==> config.mk <==
export PLATFORM = sky130hd
export DESIGN_NAME = tdp_rem
export DESIGN_NICKNAME = d
export VERILOG_FILES = /design/src/hw/rtl/tdp_pkg.sv /design/src/hw/rtl/tdp_rem.sv
export SDC_FILE = /design/constraint.sdc
export NUM_CORES = 1
export LEC_CHECK = 0
export BUFFER_PORTS_ARGS = -buffer_cell sky130_fd_sc_hd__buf_4
export CAP_MARGIN = 40
export CORE_MARGIN = 1.5
export CORE_UTILIZATION = 35
export DETAILED_ROUTE_END_ITERATION = 8
export GPL_ROUTABILITY_DRIVEN = 0
export PLACE_DENSITY = 0.62
export REMOVE_ABC_BUFFERS = 1
export SYNTH_ARGS = -nofsm -noshare
export SYNTH_HDL_FRONTEND = slang
export SYNTH_SLANG_ARGS = --single-unit
==> constraint.sdc <==
create_clock -name clk -period 4.2 [get_ports clk]
set_clock_uncertainty 0.15 [all_clocks]
set_input_delay 0.63 -clock clk [delete_from_list [all_inputs] [get_ports clk]]
set_output_delay 0.63 -clock clk [all_outputs]
set_load 0.05 [all_outputs]
==> src/hw/rtl/tdp_pkg.sv <==
// shared constants and types for the trial-division prime test
// no dependencies
`timescale 1ns / 1ps

package tdp_pkg;

  // default width of the tested number
  localparam int VALUE_BITS_DEF = 16;

  // status from the remainder unit back to the sequencer
  typedef struct packed {
    logic done;
    logic zero;
  } rem_status_t;

endpackage

==> src/hw/rtl/tdp_rem.sv <==
// bit-serial restoring remainder unit, one dividend bit per cycle
// depends on tdp_pkg
`timescale 1ns / 1ps

module tdp_rem import tdp_pkg::*; #(
  parameter int VALUE_BITS = VALUE_BITS_DEF,
  parameter int DIV_BITS   = (VALUE_BITS + 1) / 2 + 1
) (
  input  logic                  clk,
  input  logic                  rst_n,
  input  logic                  start,
  input  logic [VALUE_BITS-1:0] dividend,
  input  logic [DIV_BITS-1:0]   divisor,
  output rem_status_t           status
);

  localparam int CNT_BITS = $clog2(VALUE_BITS + 1);

  logic [CNT_BITS-1:0]   cnt_r;
  logic                  done_r;
  logic [VALUE_BITS-1:0] sh_r;
  logic [DIV_BITS-1:0]   rem_r;
  logic [DIV_BITS-1:0]   rem_nxt;
  logic [DIV_BITS:0]     trial;

  // shift next dividend bit into the partial remainder, subtract if it fits
  always_comb begin
    trial = {rem_r, sh_r[VALUE_BITS-1]};
    if (trial >= {1'b0, divisor}) begin
      rem_nxt = DIV_BITS'(trial - {1'b0, divisor});
    end else begin
      rem_nxt = trial[DIV_BITS-1:0];
    end
  end

  always_ff @(posedge clk) begin
    if (!rst_n) begin
      cnt_r  <= '0;
      done_r <= 1'b0;
    end else begin
      done_r <= (cnt_r == CNT_BITS'(1));
      if (start) begin
        cnt_r <= CNT_BITS'(VALUE_BITS);
      end else if (cnt_r != '0) begin
        cnt_r <= cnt_r - CNT_BITS'(1);
      end
    end
  end

  always_ff @(posedge clk) begin
    if (start) begin
      sh_r  <= dividend;
      rem_r <= '0;
    end else if (cnt_r != '0) begin
      sh_r  <= sh_r << 1;
      rem_r <= rem_nxt;
    end
  end

  assign status.done = done_r;
  assign status.zero = (rem_r == '0);

endmodule

---- Word level (Yosys, flattened, before mapping) ----
Cells that the tools add are included.
word-level totals
  bits of input ports ..................... 28
  register bits ........................... 31
  output and inout port bits .............. 2
  logic and storage cells ................. 19
cells by class
  eq/ne operators ......................... 1
  bitwise gates (word level) .............. 1
  mux-type cells .......................... 5
  reductions and logical operators ........ 4
  add/subtract/negate cells ............... 2
  order comparisons ....................... 1
operators by type and width
  operator                                             count
  two-way mux 16 bit                                   2
  >= comparator 10 x 9 -> 1 bit                        1
  two-way mux 5 bit                                    2
  zero test 9 bit                                      1
  two-way mux 9 bit                                    1
  subtractor 9 bit                                     1
  equality test 5 x 1 -> 1 bit, second input constant  1
  nonzero test 5 bit                                   1
  subtractor 5 x 1 -> 5 bit, second input constant     1
  nonzero test 2 bit                                   1
  OR reduction 2 bit                                   1
  NOT 1 bit                                            1

---- Logic depth before layout (Yosys ltp) ----
Gate-level depths: netlist of run 1.
  depth in word-level cells ............... 3
  gate-level depth with buffers ........... 10
  mapped depth without buffers ............ 9

---- Worst setup path after synthesis of run 1 ----
OpenSTA, ideal clock, no wires.
  kind .................................... register to output
  start point ............................. reg rem_r[0]
  end point ............................... out status[0] in the netlist's numbering
  data arrival time ....................... 2120 ps
  cell stages (with the launch flop) ...... 4
  buffers on the path ..................... 0
  path slack .............................. 1300 ps
  cells stage by stage .................... dfxtp_1 -> nor4_1 -> nand2_1 -> nor4_1
RTL lines
  item                      line           source
  start: declaration        tdp_rem.sv:22  logic [DIV_BITS-1:0] rem_r;
  start signal: assignment  tdp_rem.sv:56  rem_r <= rem_nxt;
  end: declaration          tdp_rem.sv:14  output rem_status_t status

---- Final worst setup path of run 1 ----
  start point ............................. reg sh_r[15]
  end point ............................... reg rem_r[0]
on the way
  longest elaborated chain between the ends .. 2
  elaborated cells between the ends (all ways) .. 3
RTL lines
  item                                                               line                          source
  start: declaration                                                 tdp_rem.sv:21                 logic [VALUE_BITS-1:0] sh_r;
  start signal: assignment                                           tdp_rem.sv:52                 sh_r <= dividend;
  start signal: assignment                                           tdp_rem.sv:55                 sh_r <= sh_r << 1;
  subtractor 9 bit or >= comparator 10 x 9 -> 1 bit (tied branches)  tdp_rem.sv:30, tdp_rem.sv:29
  two-way mux 9 bit (*)                                              tdp_rem.sv:29                 if (trial >= {1'b0, divisor}) begin
Mark *: on every way between the ends. The rest lies on a longest branch, timed or not.
A chain may end at the register's enable or synchronous reset.

==> results.rst, run 1 <==
.. list-table::
   :header-rows: 1

   * - Metric
     - Value
   * - Outcome
     - finished, final reports clean
   * - Pin count of the biggest net entering global routing
     - 27
   * - Count of unique library cells instantiated by Yosys
     - 44
   * - Initial Util
     - 36.3%
   * - Post-DR wirelength/cell
     - 12.6 um
   * - Wire length of the first global-routing pass
     - 5620 um
   * - Endpoints failing hold
     - 0
   * - Layout Cell Area excl Fill
     - 2200 um^2
   * - Clock Path Buffers
     - 2
   * - Maximum vdd drop
     - 0.000225 V
   * - Num ports
     - 30
   * - Number of buffers added on ports
     - 29
   * - Total global-route track usage
     - 13.2%
   * - Reg2Reg Depth
     - 9
   * - Cell type group with the largest total delay on the critical path
     - compound AO/OA/AOI/OAI gates
   * - Syn avg cell area
     - 10.4 um^2
   * - Number of nets with antenna violations after routing
     - 0
   * - Horizontal extent of the die
     - 75.8 um
   * - Peak clock frequency supported by timing
     - 367 MHz
   * - Worst path most repeated cell
     - sky130_fd_sc_hd__inv_1
   * - Critical-path top delay cell
     - sky130_fd_sc_hd__fa_1
   * - Clock root buffer master
     - sky130_fd_sc_hd__clkbuf_8
   * - Post-CTS resize count
     - 0
   * - Count of warnings emitted by yosys
     - 0
   * - Vias in the first global route
     - 1166
   * - Arrival time at the worst endpoint
     - 2.77 ns
   * - Post-synth EDFFs
     - 16
   * - Post-CTS repair timing setup buffer count
     - 0
   * - Area share of the leading cell type in the synthesized netlist
     - 25.9%
   * - Cell with the most instances after synthesis
     - sky130_fd_sc_hd__nor2_1
   * - Library cell with the largest summed area after synthesis
     - sky130_fd_sc_hd__edfxtp_1
   * - Mapped Cells
     - 178
   * - Final-layout setup total negative slack
     - 0 ns
   * - Critical path class
     - flop to flop
   * - Ordered cell list for the critical path
     - inv_1 -> ha_1 -> inv_1 -> fa_1 -> a211oi_2 -> o211ai_2 -> a21oi_2 -> mux2_1 -> a211oi_1
   * - CTS hold repair buffers
     - 0
   * - Number of antenna cells inserted
     - 0
   * - Proportion of synthesized chip area in sequential cells
     - 42.1%
   * - Post-layout utilization of the core
     - 43.2%
   * - #FFs+latches synth
     - 31
   * - Crit path max fanout
     - 6
   * - Actual transition at the worst max-transition pin
     - 0.747 ns
   * - Power per cell area
     - 579 nW/um^2
   * - Most common library cells after synthesis
     - sky130_fd_sc_hd__nor2_1, sky130_fd_sc_hd__edfxtp_1, sky130_fd_sc_hd__mux2_2
   * - Number of nets in the layout
     - 248
   * - Count of final max-slew check failures
     - 0
   * - DP HPWL
     - 2530 um
   * - Detailed-router iteration count before antenna repair
     - 4
   * - Die Outline Area
     - 5740 um^2
   * - Total congestion overflow after global routing
     - 0
   * - Y dimension of the die
     - 75.8 um
   * - Total setup violations reported at the end of the flow
     - 0
   * - Leakage
     - 0.929 nW
   * - Number of buffers created by CTS
     - 5
   * - Area of the mapped netlist
     - 1850 um^2
   * - Via density
     - 4.85
   * - CTS clock-pin slew for the worst setup and hold paths
     - 0.06 ns
   * - Row Count
     - 26
   * - Number of inserted filler cells in the final layout
     - 520
   * - Crit path capture type
     - flop
   * - TritonCTS clock tree
     - done
   * - Relative slew slack
     - 50.1%
   * - CP required
     - 4.24 ns
   * - Largest stage delay on the critical path
     - 0.41 ns
   * - Total via count in the routed design
     - 1354
   * - Hold Path Cell Cnt
     - 2
   * - Core ar.
     - 5110 um^2
   * - CP Depth
     - 9
   * - Main flop type after synthesis
     - sky130_fd_sc_hd__edfxtp_1
   * - Cell types with the largest area share after synthesis
     - sky130_fd_sc_hd__edfxtp_1, sky130_fd_sc_hd__dfxtp_1, sky130_fd_sc_hd__mux2_2
   * - Htree depth
     - 2
   * - Number of maximum-capacitance violations
     - 0
   * - Tightest Hold Check Type
     - flop to flop
   * - Ratio of cells with drive above 1 in the final layout
     - 27.3%
   * - Instance area at placement
     - 2120 um^2
   * - Setup repair after global routing missed its margin
     - no
   * - Ys async rst share
     - 0%
   * - Share of the cycle needed by the critical path after routing
     - 65.0%
   * - Antenna violations before repair
     - 0
   * - Total number of clock tree sinks
     - 31
   * - Total Routed Length
     - 3520 um
   * - DRC
     - 0
   * - CP Buf/Inv Count
     - 2
   * - Post-route minimum period
     - 2.73 ns
   * - Setup crit start kind
     - flop
   * - Area added between synthesis and finish
     - 19.0%
   * - Drt initial violations
     - 141
   * - Clock latency on the worst-skew pair
     - 0.28 ns
[layer usage]
metal,global-route usage [%],up-vias,share of wire (%)
met3,2.91,5,3.5
met4,5.36,0,1.2
li1,-,709,-
met1,19.4,616,49
met2,18.5,24,46
met5,0,-,0
[worst reg2reg max path: cells and delay by family, from the launching register on]
kind | cells | cell delay [ns]
AO/OA/AOI/OAI | 4 | 1.03
adder cells (fa/ha/maj) | 2 | 0.58
flip-flops | 1 | 0.37
multiplexers | 1 | 0.36
buffers and inverters | 2 | 0.16
[placed cells by master, fill, tap and decap left out, types with 4 or more instances in the layout]
master,count
sky130_fd_sc_hd__a21oi_1,5
sky130_fd_sc_hd__edfxtp_1,16
sky130_fd_sc_hd__mux2_2,16
sky130_fd_sc_hd__clkbuf_8,5
sky130_fd_sc_hd__nor2_1,21
sky130_fd_sc_hd__xnor2_1,4
sky130_fd_sc_hd__buf_4,29
sky130_fd_sc_hd__dfxtp_1,15
sky130_fd_sc_hd__nand2_1,10
sky130_fd_sc_hd__ha_1,11
sky130_fd_sc_hd__mux2i_1,5
sky130_fd_sc_hd__inv_1,14
sky130_fd_sc_hd__a211oi_1,7
[through the flow]
| step | cells | power (mW) | setup WS, ns | hold WS [ns] |
|---|---|---|---|---|
| finish | 279 | 1.28 | 1.47 | 0.365 |
| global route | 279 | 1.38 | 1.30 | 0.402 |
| CTS | 279 | 1.28 | 1.50 | 0.363 |
| detailed placement | 271 | 1.06 | 1.30 | 0.357 |
| global placement | 271 | 1.06 | 1.37 | 0.348 |
| floorplan | 172 | 0.917 | 1.30 | 0.317 |
[area by class of cell]
class | instances | area, um^2 | area share, %
multi-input cells | 127 | 986 | 44.7
flip-flops and latches | 31 | 781 | 35.4
repair buffers | 29 | 218 | 9.88
well taps | 70 | 87.6 | 3.97
clock buffers | 8 | 80.1 | 3.63
inverters | 14 | 52.6 | 2.38
[power breakdown]
part           internal, mW  switching [mW]  total, mW
clock network         0.117           0.102      0.219
registers             0.405          0.0559      0.461
logic                 0.260           0.337      0.597
total                 0.782           0.495       1.28
[registers in the layout (all words and copies together), names as in the netlist]
signal	flops
cnt_r	5
done_r	1
rem_r	9
sh_r	16
[kinds of logic (layout without fill, tap and decap cells)]
| group | Yosys count | after routing | synth area share (%) |
|---|---|---|---|
| buf+inv | 20 | 51 | 4.66 |
| simple gates | 53 | 53 | 14.0 |
| fa+ha+maj | 12 | 12 | 8.51 |
| flops | 31 | 31 | 42.1 |
| compound gates | 33 | 33 | 14.3 |
| xor+xnor | 7 | 7 | 3.31 |
| mux | 22 | 22 | 13.0 |
[path summary, 6_finish.rpt]
| kind | start | end | slack, ns |
|---|---|---|---|
| setup / recovery | sh_r[15]$_DFFE_PP_ | rem_r[0]$_SDFFE_PP0P_ | 1.47 |
| hold / removal | rem_r[8]$_SDFFE_PP0P_ | rem_r[8]$_SDFFE_PP0P_ | 0.36 |
| setup reg to reg | sh_r[15]$_DFFE_PP_ | rem_r[0]$_SDFFE_PP0P_ | 1.47 |
| hold reg to reg | rem_r[8]$_SDFFE_PP0P_ | rem_r[8]$_SDFFE_PP0P_ | 0.36 |
(Power assumes the default switching activity.)
==> run 2: changes to the inputs <==
Settings changed: PLACE_DENSITY 0.62 to 0.64.
Clock period 4.2 ns to 2.3 ns, I/O delays scaled along.
==> run 2 against run 1 <==
- the run now ends with negative setup slack left
- first-iteration DRC count is 38% lower
- critical path depth up 1
- die area unchanged
- final cell count up 4.7%
- sequential cell count unchanged
- worst hold slack got worse by 0.20 ns
- critical endpoint is now rem_r[2]$_SDFFE_PP0P_
- largest cell class unchanged
- highest routed layer unchanged
==> results.rst, run 2 (synthesis gave the netlist of run 1 again) <==
.. list-table::
   :header-rows: 1

   * - Metric
     - Value
   * - Leading cell types in the layout, fill and taps excluded
     - sky130_fd_sc_hd__buf_4, sky130_fd_sc_hd__nor2_1, sky130_fd_sc_hd__mux2_2, sky130_fd_sc_hd__edfxtp_1, sky130_fd_sc_hd__dfxtp_1
   * - Drt initial violations
     - 87
   * - CP Buf/Inv Count
     - 3
   * - Antenna violations before repair
     - 0
   * - CTS hold repair buffers
     - 0
   * - TritonCTS clock tree
     - done
   * - Num ports
     - 30
   * - Setup crit start kind
     - flop
   * - Number of antenna cells inserted
     - 0
   * - Failing checks
     - negative setup slack
   * - Total congestion overflow after global routing
     - 0
   * - Relative slew slack
     - 75.7%
   * - Clock Path Buffers
     - 2
   * - Htree depth
     - 2
   * - DP HPWL
     - 2760 um
   * - Proportion of power drawn by the clock network
     - 15.4%
   * - Total Routed Length
     - 3780 um
   * - Tightest Hold Check Type
     - input port to flop
   * - Instance area at placement
     - 2190 um^2
   * - Horizontal extent of the die
     - 75.8 um
   * - Clock latency on the worst-skew pair
     - 0.28 ns
   * - Number of standard cells in the layout, taps in and fillers out
     - 292
   * - Arrival time at the worst endpoint
     - 2.35 ns
   * - Detailed-router iteration count before antenna repair
     - 6
   * - Via density
     - 4.85
   * - Number of inserted filler cells in the final layout
     - 500
   * - Share of the cycle needed by the critical path after routing
     - 101%
   * - DP Cell Count
     - 280
   * - Total global-route track usage
     - 14.2%
   * - Ordered cell list for the critical path
     - inv_2 -> ha_4 -> inv_2 -> fa_2 -> a211oi_4 -> o211ai_2 -> a21oi_2 -> buf_6 -> nor4_2 -> a311o_1
   * - Peak clock frequency supported by timing
     - 429 MHz
   * - Critical-path top delay cell
     - sky130_fd_sc_hd__edfxtp_1
   * - Crit path max fanout
     - 5
   * - Y dimension of the die
     - 75.8 um
   * - Switching portion of total power
     - 38.2%
   * - Switching power summed over all nets
     - 0.974 mW
   * - Total via count in the routed design
     - 1415
   * - Setup repair after global routing missed its margin
     - yes
   * - Pin count of the biggest net entering global routing
     - 27
   * - Power per cell area
     - 1080 nW/um^2
   * - CP required
     - 2.32 ns
   * - Count of final max-slew check failures
     - 0
   * - Biggest register
     - sh_r
   * - Reg power frac
     - 33.1%
   * - Cell type group with the largest total delay on the critical path
     - compound AO/OA/AOI/OAI gates
   * - Number of nets with antenna violations after routing
     - 0
   * - Largest stage delay on the critical path
     - 0.38 ns
   * - Overall power after layout
     - 2.55 mW
   * - Critical path class
     - flop to flop
   * - Wire length of the first global-routing pass
     - 6040 um
   * - Int Pwr
     - 1.57 mW
   * - Actual transition at the worst max-transition pin
     - 0.361 ns
   * - Worst path most repeated cell
     - sky130_fd_sc_hd__inv_2
   * - Combined area of the multi-input logic cells
     - 1040 um^2
   * - Endpoints failing hold
     - 0
   * - DRC
     - 0
   * - Area added between synthesis and finish
     - 27.1%
   * - Number of nets in the layout
     - 261
   * - Leading cell type in the layout, fill and taps excluded
     - sky130_fd_sc_hd__buf_4
   * - Leakage
     - 0.999 nW
   * - Clock root buffer master
     - sky130_fd_sc_hd__clkbuf_8
   * - Layout Cell Area excl Fill
     - 2360 um^2
   * - Number of maximum-capacitance violations
     - 0
   * - Storage cell area
     - 781 um^2
   * - Worst-case setup margin in the final layout
     - -0.0314 ns
   * - Initial Util
     - 36.3%
   * - Post-DR wirelength/cell
     - 12.9 um
   * - CTS clock-pin slew for the worst setup and hold paths
     - 0.06 ns
   * - Vias in the first global route
     - 1325
   * - Number of buffers created by CTS
     - 5
   * - Relative contribution of combinational cells to total power
     - 51.5%
   * - Die Outline Area
     - 5740 um^2
   * - Final-layout setup total negative slack
     - -0.0592 ns
   * - Core ar.
     - 5110 um^2
   * - Total number of clock tree sinks
     - 31
   * - Ratio of cells with drive above 1 in the final layout
     - 36.5%
   * - Largest registers in the final layout
     - sh_r: 16 flops, rem_r: 9 flops, cnt_r: 5 flops
   * - Post-route minimum period
     - 2.33 ns
   * - Outcome
     - complete, but fails checks
   * - Number of buffers added on ports
     - 29
   * - Total setup violations reported at the end of the flow
     - 2
   * - Number of flip-flops under the largest register name
     - 16
   * - Crit path capture type
     - flop
   * - Row Count
     - 26
   * - Maximum vdd drop
     - 0.000443 V
## run 2: changes by cell type in the layout (fill, tap and decap cells not counted), sizes merged
cell    delta
clkbuf     -2
buf       +13
clkinv     +2
## run 2: what timing repair did
action,in CTS,in global routing
setup endpoints to repair,9,9
setup buffers,4,0
resized for setup,10,4
cloned,0,0
pin swaps,8,8
## run 2: layout make-up
class | count | share of cell area [%]
sequential | 31 | 33.1
inverter | 14 | 2.23
clock inverter | 2 | 0.319
clock buffer | 6 | 3.08
multi-input combinational | 127 | 44.0
tap | 70 | 3.72
timing repair buffer | 42 | 13.5
## run 2: worst paths after layout
check	from	endpoint	slack, ns	cells after the start
max	sh_r[15]$_DFFE_PP_	rem_r[2]$_SDFFE_PP0P_	-0.03	10
min	rst_n	cnt_r[4]$_SDFFE_PN0P_	0.16	2
max reg2reg	sh_r[15]$_DFFE_PP_	rem_r[2]$_SDFFE_PP0P_	-0.03	10
min reg2reg	cnt_r[1]$_SDFFE_PP0P_	cnt_r[1]$_SDFFE_PP0P_	0.37	2
## run 2: metrics by stage
| stage | worst slack, ns | utilization (%) | hold slack, ns |
|---|---|---|---|
| 2_1_floorplan | -0.315 | - | 0.263 |
| 3_3_place_gp | -0.0687 | 42.9 | 0.349 |
| 3_5_place_dp | -0.170 | 42.9 | 0.365 |
| 4_1_cts | -0.114 | 45.7 | 0.153 |
| 5_1_grt | -0.152 | 46.1 | 0.164 |
| 6_report | -0.0314 | 46.1 | 0.164 |
## run 2: power groups by stage
stage                     sequential [mW]  combinational, mW  clock (mW)
after global placement              0.849               1.16           0
after detailed placement            0.852               1.18           0
after CTS                           0.842               1.26       0.405
after global routing                0.864               1.44       0.425
final                               0.843               1.31       0.393
after floorplan                     0.819              0.855           0
## run 2: metal layers
layer | share of wire, % | GRT usage, % | vias to the layer above
li1 | - | - | 732
met1 | 49 | 19.6 | 656
met2 | 46 | 21.3 | 20
met3 | 2.9 | 3.57 | 7
met4 | 1.6 | 5.36 | 0
met5 | 0 | 0 | -
==> run 3: changes to the inputs <==
Settings changed: CORE_UTILIZATION 35 to 25, PLACE_DENSITY 0.64 to 0.51.
==> run 3 against run 2 <==
- setup slack better by 0.022 ns
- largest power group unchanged
- final cell count up 9.9%
- non-clock buffer count unchanged
- count of clock-buffer cells in the layout unchanged
- the flow still finishes with violations (negative setup slack)
- sequential power about the same
- register-to-register slack better by 0.02 ns
- clock power up 41%
- highest routed layer unchanged
==> results.rst, run 3 (synthesis gave the netlist of run 1 again) <==
.. list-table::
   :header-rows: 1

   * - Metric
     - Value
   * - Clock root buffer master
     - sky130_fd_sc_hd__clkbuf_8
   * - Biggest register
     - sh_r
   * - Worst path most repeated cell
     - sky130_fd_sc_hd__inv_2
   * - Row Count
     - 31
   * - Total via count in the routed design
     - 1413
   * - Setup crit start kind
     - flop
   * - CP Depth
     - 10
   * - Worst-case setup margin in the final layout
     - -0.00948 ns
   * - Detailed-router iteration count before antenna repair
     - 4
   * - Relative slew slack
     - 71.2%
   * - Arrival time at the worst endpoint
     - 2.36 ns
   * - Clock Path Buffers
     - 2
   * - Crit path capture type
     - flop
   * - Int Pwr
     - 1.71 mW
   * - TritonCTS clock tree
     - done
   * - Antenna violations before repair
     - 0
   * - Hold Path Cell Cnt
     - 2
   * - Reg2Reg Depth
     - 10
   * - Number of nets in the layout
     - 261
   * - Proportion of power drawn by the clock network
     - 20.5%
   * - Crit path max fanout
     - 3
   * - Share of the cycle needed by the critical path after routing
     - 100%
   * - Relative contribution of combinational cells to total power
     - 48.4%
   * - Vias in the first global route
     - 1405
   * - Combined area of the multi-input logic cells
     - 1040 um^2
   * - Wire length of the first global-routing pass
     - 6530 um
   * - Via density
     - 4.40
   * - Critical path class
     - flop to flop
   * - Drt initial violations
     - 18
   * - Setup repair after global routing missed its margin
     - yes
   * - Y dimension of the die
     - 89.1 um
   * - Number of maximum-capacitance violations
     - 0
   * - Startpoint of the lowest-slack register-to-register path
     - sh_r[15]$_DFFE_PP_
   * - CTS hold repair buffers
     - 0
   * - Critical-path top delay cell
     - sky130_fd_sc_hd__edfxtp_1
   * - Switching portion of total power
     - 36.9%
   * - Number of inserted filler cells in the final layout
     - 777
   * - Worst Min Path Start
     - rst_n
   * - Leakage
     - 1.02 nW
   * - Total congestion overflow after global routing
     - 0
   * - Peak clock frequency supported by timing
     - 433 MHz
   * - Die Outline Area
     - 7940 um^2
   * - Actual transition at the worst max-transition pin
     - 0.431 ns
   * - CP required
     - 2.35 ns
   * - Post-DR wirelength/cell
     - 12.4 um
   * - Total number of clock tree sinks
     - 31
   * - Count of final max-slew check failures
     - 0
   * - Largest stage delay on the critical path
     - 0.38 ns
   * - Cell type group with the largest total delay on the critical path
     - compound AO/OA/AOI/OAI gates
   * - Area added between synthesis and finish
     - 31.2%
   * - Ratio of cells with drive above 1 in the final layout
     - 38.3%
   * - CTS clock-pin slew for the worst setup and hold paths
     - 0.07 ns
   * - Clock latency on the worst-skew pair
     - 0.29 ns
   * - Core ar.
     - 7210 um^2
   * - Ordered cell list for the critical path
     - inv_2 -> ha_4 -> inv_2 -> fa_2 -> a211oi_4 -> buf_4 -> o211ai_1 -> and3_1 -> o21a_1 -> o32ai_2
   * - Pin count of the biggest net entering global routing
     - 27
   * - Initial Util
     - 25.7%
   * - Endpoints failing hold
     - 0
   * - Number of nets with antenna violations after routing
     - 0
   * - Total setup violations reported at the end of the flow
     - 1
   * - Leading cell types in the layout, fill and taps excluded
     - sky130_fd_sc_hd__buf_4, sky130_fd_sc_hd__nor2_1, sky130_fd_sc_hd__mux2_2, sky130_fd_sc_hd__edfxtp_1, sky130_fd_sc_hd__dfxtp_1
   * - Outcome
     - complete, but fails checks
   * - Maximum vdd drop
     - 0.000317 V
   * - DRC
     - 0
   * - Number of antenna cells inserted
     - 0
   * - Tightest Hold Check Type
     - input port to flop
   * - Storage cell area
     - 781 um^2
   * - Reg power frac
     - 31.2%
   * - Number of buffers created by CTS
     - 5
   * - Post-layout utilization of the core
     - 33.7%
   * - Horizontal extent of the die
     - 89.1 um
   * - Leading cell type in the layout, fill and taps excluded
     - sky130_fd_sc_hd__buf_4
   * - Total Routed Length
     - 3980 um
   * - Failing checks
     - negative setup slack
   * - Total global-route track usage
     - 10.8%
   * - Largest registers in the final layout
     - sh_r: 16 flops, rem_r: 9 flops, cnt_r: 5 flops
   * - Crit. Startpoint
     - sh_r[15]$_DFFE_PP_
   * - DP Cell Count
     - 310
   * - Power per cell area
     - 1110 nW/um^2
   * - Number of buffers added on ports
     - 29
   * - Num ports
     - 30
   * - Number of standard cells in the layout, taps in and fillers out
     - 321
   * - Htree depth
     - 2
   * - Switching power summed over all nets
     - 0.999 mW
   * - Post-route minimum period
     - 2.31 ns
   * - DP HPWL
     - 2930 um
   * - CP Buf/Inv Count
     - 3
   * - Number of flip-flops under the largest register name
     - 16
==> run 3: cell count changes in the layout (fill, tap and decap cells not counted) <==
cell / delta
sky130_fd_sc_hd__buf_6: -1
sky130_fd_sc_hd__a211oi_2: +1
sky130_fd_sc_hd__clkinv_2: +1
sky130_fd_sc_hd__buf_4: +1
sky130_fd_sc_hd__bufinv_16: +1
sky130_fd_sc_hd__a211oi_1: -1
sky130_fd_sc_hd__clkinv_1: -2
sky130_fd_sc_hd__clkbuf_1: -1
sky130_fd_sc_hd__clkbuf_8: +1
==> run 3: cell type report <==
cell class / count / area share (%)
multi-input cells: 127 / 42.8
flip-flops and latches: 31 / 32.1
repair buffers: 42 / 13.0
well taps: 99 / 5.10
clock buffers: 6 / 3.40
inverters: 14 / 2.16
clock inverters: 2 / 1.44
==> run 3: power by group through the flow <==
stage | sequential [mW] | clock [mW] | combinational [mW]
after floorplan | 0.819 | 0 | 0.855
after global placement | 0.848 | 0 | 1.20
after detailed placement | 0.851 | 0 | 1.20
after CTS | 0.841 | 0.567 | 1.28
after global routing | 0.862 | 0.590 | 1.46
final | 0.845 | 0.555 | 1.31
==> run 3: final timing paths <==
path	end	slack [ns]
max	rem_r[8]$_SDFFE_PP0P_	-0.009
min	cnt_r[4]$_SDFFE_PN0P_	0.16
min reg2reg	cnt_r[4]$_SDFFE_PN0P_	0.37
max reg2reg	rem_r[8]$_SDFFE_PP0P_	-0.009
==> run 3: routing by layer <==
| metal | GRT usage [%] | routed length, um |
|---|---|---|
| met1 | 15.1 | 1930 |
| met2 | 16.5 | 1820 |
| met3 | 2.86 | 189 |
| met4 | 3.36 | 40 |
| met5 | 0 | 0 |
==> run 3: repair_timing <==
action	4_1_cts	5_1_grt
pin swaps	11	7
setup buffers	3	0
endpoints found under the hold margin	0	0
resized for setup	8	6
setup endpoints to repair	9	10
==> run 3: metrics by stage <==
step	cell area, um^2	setup TNS, ns	total power [mW]	setup slack [ns]	hold slack, ns
after global placement	2240	-0.829	2.04	-0.144	0.351
after detailed placement	2240	-1.47	2.05	-0.246	0.355
after global routing	2430	-0.653	2.91	-0.115	0.174
final	2430	-0.00948	2.71	-0.00948	0.161
after CTS	2410	-0.145	2.69	-0.0734	0.164
after floorplan	1820	-0.421	1.67	-0.315	0.263
